[config.mk]
export PLATFORM = sky130hd
export DESIGN_NAME = radix_string_converter_flat
export DESIGN_NICKNAME = d
export VERILOG_FILES = /design/src/rtl/rsc_pkg.sv /design/src/rtl/rsc_if.sv /design/src/rtl/rsc_ram.sv /design/src/rtl/radix_string_converter.sv /design/src/flat_wrapper.sv
export SDC_FILE = /design/constraint.sdc
export NUM_CORES = 1
export LEC_CHECK = 0
export ABC_AREA = 1
export ABC_CLOCK_PERIOD_IN_PS = 6750
export BUFFER_PORTS_ARGS = -buffer_cell sky130_fd_sc_hd__buf_2
export CORE_MARGIN = 3
export CORE_UTILIZATION = 60
export CTS_BUF_LIST = sky130_fd_sc_hd__clkbuf_16
export DETAILED_ROUTE_END_ITERATION = 10
export PLACE_DENSITY_LB_ADDON = 0.15
export REMOVE_ABC_BUFFERS = 1
export SKIP_LAST_GASP = 1
export SYNTH_ARGS = -nofsm -noshare
export SYNTH_HDL_FRONTEND = slang
export SYNTH_SLANG_ARGS = --single-unit
[constraint.sdc]
create_clock -name clk -period 6.75 [get_ports clk]
set_clock_uncertainty 0.05 [all_clocks]
set_input_delay 0.675 -clock clk [delete_from_list [all_inputs] [get_ports clk]]
set_output_delay 0.675 -clock clk [all_outputs]
set_load 0.01 [all_outputs]
[src/rtl/rsc_pkg.sv]
`timescale 1ns / 1ps

package rsc_pkg;

  localparam int BASE_W      = 5;
  localparam int CHAR_W      = 8;
  localparam int ASCII_W     = 7;
  localparam int BIN_W       = 32;
  localparam int STATUS_W    = 2;
  localparam int CFG_INDEX_W = 1;
  localparam int STORE_MAX   = 32;

  localparam logic [BASE_W-1:0] BASE_MIN   = 5'd2;
  localparam logic [BASE_W-1:0] BASE_MAX   = 5'd20;
  localparam logic [BASE_W-1:0] BASE_RESET = 5'd10;

  typedef enum logic [STATUS_W-1:0] {
    STATUS_OK        = 2'd0,
    STATUS_BAD_DIGIT = 2'd1,
    STATUS_OVERFLOW  = 2'd2
  } status_t;

  typedef enum logic [CFG_INDEX_W-1:0] {
    REG_SOURCE_BASE = 1'b0,
    REG_TARGET_BASE = 1'b1
  } reg_index_t;

  typedef enum logic [2:0] {
    S_IDLE,
    S_MUL,
    S_LOAD,
    S_DIV,
    S_READ,
    S_SHOW
  } state_t;

  function automatic logic [BASE_W-1:0] clamp_base(input logic [BASE_W-1:0] b);
    if (b < BASE_MIN) return BASE_MIN;
    if (b > BASE_MAX) return BASE_MAX;
    return b;
  endfunction

  // Digit value of a character; anything outside 0-9, A-J, a-j reads as zero.
  function automatic logic [BASE_W-1:0] char_value(input logic [CHAR_W-1:0] c);
    logic [CHAR_W-1:0] t;
    t = '0;
    if (c >= 8'h30 && c <= 8'h39) t = c - 8'h30;
    else if (c >= 8'h41 && c <= 8'h4A) t = c - 8'h37;
    else if (c >= 8'h61 && c <= 8'h6A) t = c - 8'h57;
    return t[BASE_W-1:0];
  endfunction

  function automatic logic [ASCII_W-1:0] digit_char(input logic [BASE_W-1:0] d);
    logic [ASCII_W-1:0] t;
    if (d < 5'd10) t = 7'h30 + {2'b00, d};
    else t = 7'h37 + {2'b00, d};
    return t;
  endfunction

endpackage

[src/rtl/rsc_if.sv]
`timescale 1ns / 1ps

interface rsc_char_if;
  logic                      valid;
  logic                      ready;
  logic [rsc_pkg::CHAR_W-1:0] char_in;
  logic                      is_final;

  modport source (output valid, output char_in, output is_final, input ready);
  modport sink   (input valid, input char_in, input is_final, output ready);
endinterface

interface rsc_digit_if;
  logic                         valid;
  logic                         ready;
  logic [rsc_pkg::ASCII_W-1:0]  digit_out;
  logic [rsc_pkg::BIN_W-1:0]    binary_value;
  logic [rsc_pkg::STATUS_W-1:0] status;
  logic                         run_end;

  modport source (output valid, output digit_out, output binary_value, output status,
                  output run_end, input ready);
  modport sink   (input valid, input digit_out, input binary_value, input status,
                  input run_end, output ready);
endinterface

[src/rtl/rsc_ram.sv]
`timescale 1ns / 1ps

module rsc_ram #(
  parameter int WIDTH = 5,
  parameter int DEPTH = 32
) (
  input  logic                     clk,
  input  logic                     we,
  input  logic [$clog2(DEPTH)-1:0] waddr,
  input  logic [WIDTH-1:0]         wdata,
  input  logic [$clog2(DEPTH)-1:0] raddr,
  output logic [WIDTH-1:0]         rdata
);

  logic [WIDTH-1:0] mem [DEPTH];

  always_ff @(posedge clk) begin
    if (we) begin
      mem[waddr] <= wdata;
    end
    rdata <= mem[raddr];
  end

endmodule

[src/rtl/radix_string_converter.sv]
`timescale 1ns / 1ps
// Channel   Dir  Payload                                        Request when
// chars     in   char_in[7:0], is_final                         valid && ready
// digits    out  digit_out[6:0], binary_value[31:0], status,    valid && ready
//                run_end
// cfg       in   cfg_index, cfg_data[4:0]                       cfg_wen
//
// A character that adds a digit is taken first; the Horner step then runs
// bit-serially through the accumulator shift register, one bit a cycle.
// A bad or ignored character adds no digit. A final character then loads the
// divider, runs bit-serial division once per output digit, and reads each
// emitted digit from the store, then presents it until the output takes it.
// Reset is synchronous; it restores base 10 for both sides and clears the number.
// No character is taken while a run of digits is being built or delivered.

module radix_string_converter #(
  parameter int VALUE_BITS = 32,
  parameter int MAX_DIGITS = 32
) (
  input  logic                            clk,
  input  logic                            rst,
  input  logic                            cfg_wen,
  input  logic [rsc_pkg::CFG_INDEX_W-1:0] cfg_index,
  input  logic [rsc_pkg::BASE_W-1:0]      cfg_data,
  rsc_char_if.sink                        chars,
  rsc_digit_if.source                     digits
);

  import rsc_pkg::*;

  localparam int LIMIT = (MAX_DIGITS < STORE_MAX) ? MAX_DIGITS : STORE_MAX;
  localparam int AW    = $clog2(LIMIT);
  localparam int CW    = $clog2(LIMIT + 1);
  localparam int BCW   = $clog2(VALUE_BITS);
  localparam logic [BCW-1:0] BIT_LAST    = BCW'(VALUE_BITS - 1);
  localparam logic [CW-1:0]  COUNT_LIMIT = CW'(LIMIT);

  state_t                state, state_next;
  logic [BASE_W-1:0]     source_base, target_base;
  logic [VALUE_BITS-1:0] acc;
  logic [VALUE_BITS-1:0] work;
  status_t               status;
  logic [BASE_W-1:0]     carry;
  logic [BASE_W-1:0]     rem;
  logic [BCW-1:0]        bit_cnt;
  logic                  nz;
  logic                  final_flag;
  logic [CW-1:0]         count;
  logic [AW-1:0]         idx;

  logic [BASE_W-1:0]     src_b, dst_b, in_digit;
  logic                  in_take, bad, last_bit, div_ge, more;
  logic [BASE_W:0]       mul_sum, div_part, div_rem;
  logic [CW-1:0]         count_inc;
  logic                  ram_we;
  logic [BASE_W-1:0]     ram_rdata;
  logic [BIN_W+VALUE_BITS-1:0] bin_ext;

  assign src_b     = clamp_base(source_base);
  assign dst_b     = clamp_base(target_base);
  assign in_digit  = char_value(chars.char_in);
  assign in_take   = chars.valid && chars.ready;
  assign bad       = (in_digit >= src_b);
  assign last_bit  = (bit_cnt == BIT_LAST);

  // Bit-serial Horner step, LSB first: carry never exceeds the base.
  assign mul_sum   = (acc[0] ? {1'b0, src_b} : '0) + {1'b0, carry};

  // Restoring division, MSB first; remainder stays below the base.
  assign div_part  = {rem, work[VALUE_BITS-1]};
  assign div_ge    = (div_part >= {1'b0, dst_b});
  assign div_rem   = div_ge ? (div_part - {1'b0, dst_b}) : div_part;
  assign count_inc = count + 1'b1;
  assign more      = (nz || div_ge) && (count_inc < COUNT_LIMIT);

  always_comb begin
    state_next = state;
    case (state)
      S_IDLE: begin
        if (in_take) begin
          if (status == STATUS_BAD_DIGIT || bad) begin
            state_next = chars.is_final ? S_LOAD : S_IDLE;
          end else begin
            state_next = S_MUL;
          end
        end
      end
      S_MUL: begin
        if (last_bit) state_next = final_flag ? S_LOAD : S_IDLE;
      end
      S_LOAD: state_next = S_DIV;
      S_DIV: begin
        if (last_bit) state_next = more ? S_DIV : S_READ;
      end
      S_READ: state_next = S_SHOW;
      S_SHOW: begin
        if (digits.ready) state_next = (idx == '0) ? S_IDLE : S_READ;
      end
      default: state_next = S_IDLE;
    endcase
  end

  always_comb begin
    chars.ready  = (state == S_IDLE);
    digits.valid = (state == S_SHOW);
    ram_we       = (state == S_DIV) && last_bit;
  end

  always_ff @(posedge clk) begin
    if (rst) begin
      state       <= S_IDLE;
      source_base <= BASE_RESET;
      target_base <= BASE_RESET;
      acc         <= '0;
      status      <= STATUS_OK;
      count       <= '0;
    end else begin
      state <= state_next;
      if (cfg_wen) begin
        case (reg_index_t'(cfg_index))
          REG_SOURCE_BASE: source_base <= cfg_data;
          REG_TARGET_BASE: target_base <= cfg_data;
          default: ;
        endcase
      end
      case (state)
        S_IDLE: begin
          if (in_take) begin
            final_flag <= chars.is_final;
            carry      <= in_digit;
            bit_cnt    <= '0;
            if (status != STATUS_BAD_DIGIT && bad) status <= STATUS_BAD_DIGIT;
          end
        end
        S_MUL: begin
          acc     <= {mul_sum[0], acc[VALUE_BITS-1:1]};
          carry   <= mul_sum[BASE_W:1];
          bit_cnt <= bit_cnt + 1'b1;
          if (last_bit) begin
            bit_cnt <= '0;
            // Bits left over the top mean the value no longer fits: saturate.
            if (mul_sum[BASE_W:1] != '0) begin
              acc    <= '1;
              status <= STATUS_OVERFLOW;
            end
          end
        end
        S_LOAD: begin
          work    <= acc;
          rem     <= '0;
          nz      <= 1'b0;
          bit_cnt <= '0;
          count   <= '0;
        end
        S_DIV: begin
          work    <= {work[VALUE_BITS-2:0], div_ge};
          rem     <= div_rem[BASE_W-1:0];
          nz      <= nz | div_ge;
          bit_cnt <= bit_cnt + 1'b1;
          if (last_bit) begin
            count   <= count_inc;
            idx     <= count[AW-1:0];
            rem     <= '0;
            nz      <= 1'b0;
            bit_cnt <= '0;
          end
        end
        S_READ: ;
        S_SHOW: begin
          if (digits.ready) begin
            if (idx == '0) begin
              acc    <= '0;
              status <= STATUS_OK;
              count  <= '0;
            end else begin
              idx <= idx - 1'b1;
            end
          end
        end
        default: ;
      endcase
    end
  end

  rsc_ram #(
    .WIDTH (BASE_W),
    .DEPTH (LIMIT)
  ) u_store (
    .clk   (clk),
    .we    (ram_we),
    .waddr (count[AW-1:0]),
    .wdata (div_rem[BASE_W-1:0]),
    .raddr (idx),
    .rdata (ram_rdata)
  );

  assign bin_ext             = {{BIN_W{1'b0}}, acc};
  assign digits.digit_out    = digit_char(ram_rdata);
  assign digits.binary_value = bin_ext[BIN_W-1:0];
  assign digits.status       = status;
  assign digits.run_end      = (idx == '0);

endmodule

[src/flat_wrapper.sv]
// flat-port wrapper written by rule: the top's interface ports become plain ports
module radix_string_converter_flat import rsc_pkg::*;
#(
  parameter int VALUE_BITS = 32,
  parameter int MAX_DIGITS = 32
)
  (clk, rst, cfg_wen, cfg_index, cfg_data, chars_valid, chars_char_in, chars_is_final, chars_ready, digits_valid, digits_digit_out, digits_binary_value, digits_status, digits_run_end, digits_ready);
  rsc_char_if chars_i ();
  rsc_digit_if digits_i ();
  input  logic clk;
  input  logic rst;
  input  logic cfg_wen;
  input  logic [rsc_pkg::CFG_INDEX_W-1:0] cfg_index;
  input  logic [rsc_pkg::BASE_W-1:0] cfg_data;
  input wire logic [$bits(chars_i.valid)-1:0] chars_valid;
  input wire logic [$bits(chars_i.char_in)-1:0] chars_char_in;
  input wire logic [$bits(chars_i.is_final)-1:0] chars_is_final;
  output wire logic [$bits(chars_i.ready)-1:0] chars_ready;
  output wire logic [$bits(digits_i.valid)-1:0] digits_valid;
  output wire logic [$bits(digits_i.digit_out)-1:0] digits_digit_out;
  output wire logic [$bits(digits_i.binary_value)-1:0] digits_binary_value;
  output wire logic [$bits(digits_i.status)-1:0] digits_status;
  output wire logic [$bits(digits_i.run_end)-1:0] digits_run_end;
  input wire logic [$bits(digits_i.ready)-1:0] digits_ready;
  assign chars_i.valid = chars_valid;
  assign chars_i.char_in = chars_char_in;
  assign chars_i.is_final = chars_is_final;
  assign chars_ready = chars_i.ready;
  assign digits_valid = digits_i.valid;
  assign digits_digit_out = digits_i.digit_out;
  assign digits_binary_value = digits_i.binary_value;
  assign digits_status = digits_i.status;
  assign digits_run_end = digits_i.run_end;
  assign digits_i.ready = digits_ready;
  radix_string_converter #(.VALUE_BITS(VALUE_BITS), .MAX_DIGITS(MAX_DIGITS)) u_core (.clk(clk), .rst(rst), .cfg_wen(cfg_wen), .cfg_index(cfg_index), .cfg_data(cfg_data), .chars(chars_i), .digits(digits_i));
endmodule
==> impl_metrics.py <==
metrics = {
    "clock_network": {
        "cts_sinks": 272,
        "cts_setup_buffers": 0,
        "hold_buffers": 0,
        "clkLatencyLatePin_ns": 0.54,
        "cts_buffer_depth": 3,
        "cts-root-buf": "clkbuf_16",
        "htreeDepth": 1,
        "clkTransAtPathRegs_ns": 0.06,
        "cts_inserted_buffers": 28,
        "post_cts_resize_count": 0,
        "cts_tree": "done",
    },
    "floorplan": {
        "die_w_um": 149,
        "ios": 64,
        "core_area_um2": 19800,
        "row_count": 51,
        "die_h_um": 149,
        "die_area_um2": 22300,
        "start_util": 0.621,
    },
    "detailed_routing": {
        "first_pass_iters": 5,
        "vias_per_cell": 5.74,
        "ant_nets": 0,
        "drtIter0Drc": 759,
        "drc": 0,
        "drt_wl_total_um": 26900,
        "wl_per_cell_um": 17.5,
        "num_vias": 8794,
    },
    "finish": {
        "fin_nets": 1295,
        "seq_area_um2": 7590,
        "final_area_um2": 13600,
        "final_common_cell": "nand2_1",
        "area_growth_pct": 10.6,
        "finalNonFillerCells": 1532,
        "fill_cells": 1493,
        "fin_util": 0.687,
        "n_antenna_cell": 0,
        "drive_gt1_frac": 0.114,
        "final_cell_mix": "nand2_1 (244), edfxtp_1 (214), nor2_1 (135)",
        "multi_input_area_um2": 4080,
    },
    "logic_synthesis": {
        "yosys.area.top_type": "edfxtp_1",
        "syn_area_per_cell_um2": 10.3,
        "ys.flop_type": "edfxtp_1",
        "yosys_register_bits": 272,
        "ys_seq_area_frac": 0.616,
        "ys_warn_count": 0,
        "syn_area_um2": 12300,
        "synthTopCellsByArea": "edfxtp_1 (52%), dfxtp_1 (9.4%), nand2_1 (7.4%)",
        "netlist.area_leader.share": 0.522,
        "syn_inst": 1198,
        "synth-edff-count": 214,
        "async_flop_share": 0,
        "synth_cell_type_count": 48,
    },
    "critical_path": {
        "slowest_delay_ns": 0.72,
        "critPathSlowestCell": "inv_1",
        "cp-startpoint": "u_core.idx[1]$_DFFE_PP_",
        "path_cells": "buf_4 -> inv_1 -> ha_1 -> nand2_1 -> nor2_2 -> buf_2",
        "end_kind": "output pin",
        "r2r_slack_ns": 3.28,
        "r2r_start": "u_core.source_base[4]$_SDFFE_PP0P_",
        "start_kind": "flop",
        "required_ns": 6.02,
        "critPathMaxFanout": 33,
        "path_class": "flop to output pin",
        "arrival_ns": 2.79,
    },
    "outcome": {
        "status": "finished clean",
    },
    "power": {
        "p_per_area_nw_per_um2": 285,
        "ir_worst_vdd_mv": 0.204,
        "p_clk_frac": 0.368,
        "seq_power_share": 0.508,
        "swShare": 0.264,
        "intPower_mw": 2.86,
        "pwr-share-comb": 0.125,
        "power_mw": 3.88,
        "p_sw_mw": 1.02,
        "cellLeakagePower_nw": 5.32,
    },
    "worst_hold_path": {
        "hold_path_class": "input pin to flop",
        "worstHoldStart": "cfg_data[1]",
    },
    "timing": {
        "max_freq_mhz": 285,
        "slew_headroom": 0.166,
        "drv_slew": 0,
        "finalSetupTns_ns": 0,
        "rsz0062_at_grt": "false",
        "fin_hold_ws_ns": 0.305,
        "finalSetupViolations": 0,
        "worst_slew_pin_slew_ns": 1.24,
        "hold_viol": 0,
        "min_period_ns": 3.51,
        "timing.final.crit_share": 0.520,
        "setup_ws_ns": 3.24,
    },
    "global_route": {
        "grt_max_degree": 82,
        "antenna_found_initial": 0,
        "grt_pass1_wl_um": 43600,
        "globalRouteOverflowTotal": 0,
        "grt_pass1_vias": 8561,
        "grt.total_usage": 0.244,
    },
    "placed_design": {
        "placed_cell_area_um2": 12800,
        "dpl.hpwl_um": 16600,
        "io_buffers": 63,
        "place.gp.congestion": 0.891,
        "preCtsSetupSlack_ns": 3.32,
        "dp_cells": 1480,
    },
    "run": {
        "cap_violations": 0,
    },
}
[layout make-up]
cell class / instances / area share
repair buffers: 69 / 0.0264
well taps: 265 / 0.0243
flip-flops and latches: 272 / 0.557
multi-input cells: 765 / 0.299
clock buffers: 28 / 0.0514
clock inverters: 24 / 0.0116
inverters: 109 / 0.0306
[worst max-delay path, delay by kind of cell, from the launching register on]
family	cells	cell delay, ns
adders and majority gates	1	0.30
DFF	1	0.36
buffers and inverters	3	1.17
and+or+nand+nor	2	0.39
[flip-flops by register name, indices dropped and copies added, names as in the netlist, 2 cells and up]
signal                      cells
u_core.u_store.mem            160
u_core.carry                    5
u_core.bit_cnt                  5
u_core.source_base              5
u_core.rem                      5
u_core.digits.status            2
u_core.count                    6
u_core.digits.binary_value     32
u_core.work                    32
u_core.u_store.rdata            5
u_core.state                    3
u_core.idx                      5
u_core.target_base              5
[path summary, 6_finish.rpt]
kind,to,cells after the start
setup / recovery,digits_run_end,6
hold / removal,u_core.target_base[1]$_SDFFE_PP1P_,3
setup reg to reg,u_core.digits.status[0]$_SDFFE_PP0P_,14
hold reg to reg,u_core.source_base[0]$_SDFFE_PP0P_,2
[power by group through the flow]
stage               registers (mW)  clock network (mW)  logic (mW)
floorplan                     2.00                   0       0.312
global placement              2.00                   0       0.469
detailed placement            2.00                   0       0.479
CTS                           1.97                1.45       0.481
global route                  1.98                1.52       0.542
finish                        1.97                1.43       0.483
[cells in the mapped netlist, types with 3 or more instances]
library cell    n
a21oi_1        37
a21oi_2         3
buf_2          15
buf_6           5
clkbuf_1       29
dfxtp_1        58
edfxtp_1      214
ha_1           28
inv_1         100
inv_2           7
mux2_2          5
mux2i_1        15
nand2_1       244
nand3_1        32
nand4_1         4
nor2_1        136
nor2_2          4
nor3_1          5
nor4_1          5
o211ai_1       16
o21ai_0       126
o22ai_1        31
o31ai_1        33
xnor2_1         3
xor2_1          8
[cell families (layout without fill, tap and decap cells)]
family,after synthesis,count (layout),share of synthesized area
AOI/OAI and AO/OA,258,258,0.122
xor gates and xnor gates,11,11,0.00782
adders and majority gates,30,30,0.0317
buffers and inverters,161,230,0.0545
DFF,272,272,0.616
muxes,20,20,0.0168
and+or+nand+nor,446,446,0.151
[layer usage]
| layer | routed length [um] | track usage |
|---|---|---|
| met5 | 0 | 0 |
| met2 | 13000 | 0.411 |
| met4 | 567 | 0.0677 |
| met1 | 11600 | 0.337 |
| met3 | 1760 | 0.0340 |
No activity file was read; power rests on OpenSTA's default activity.
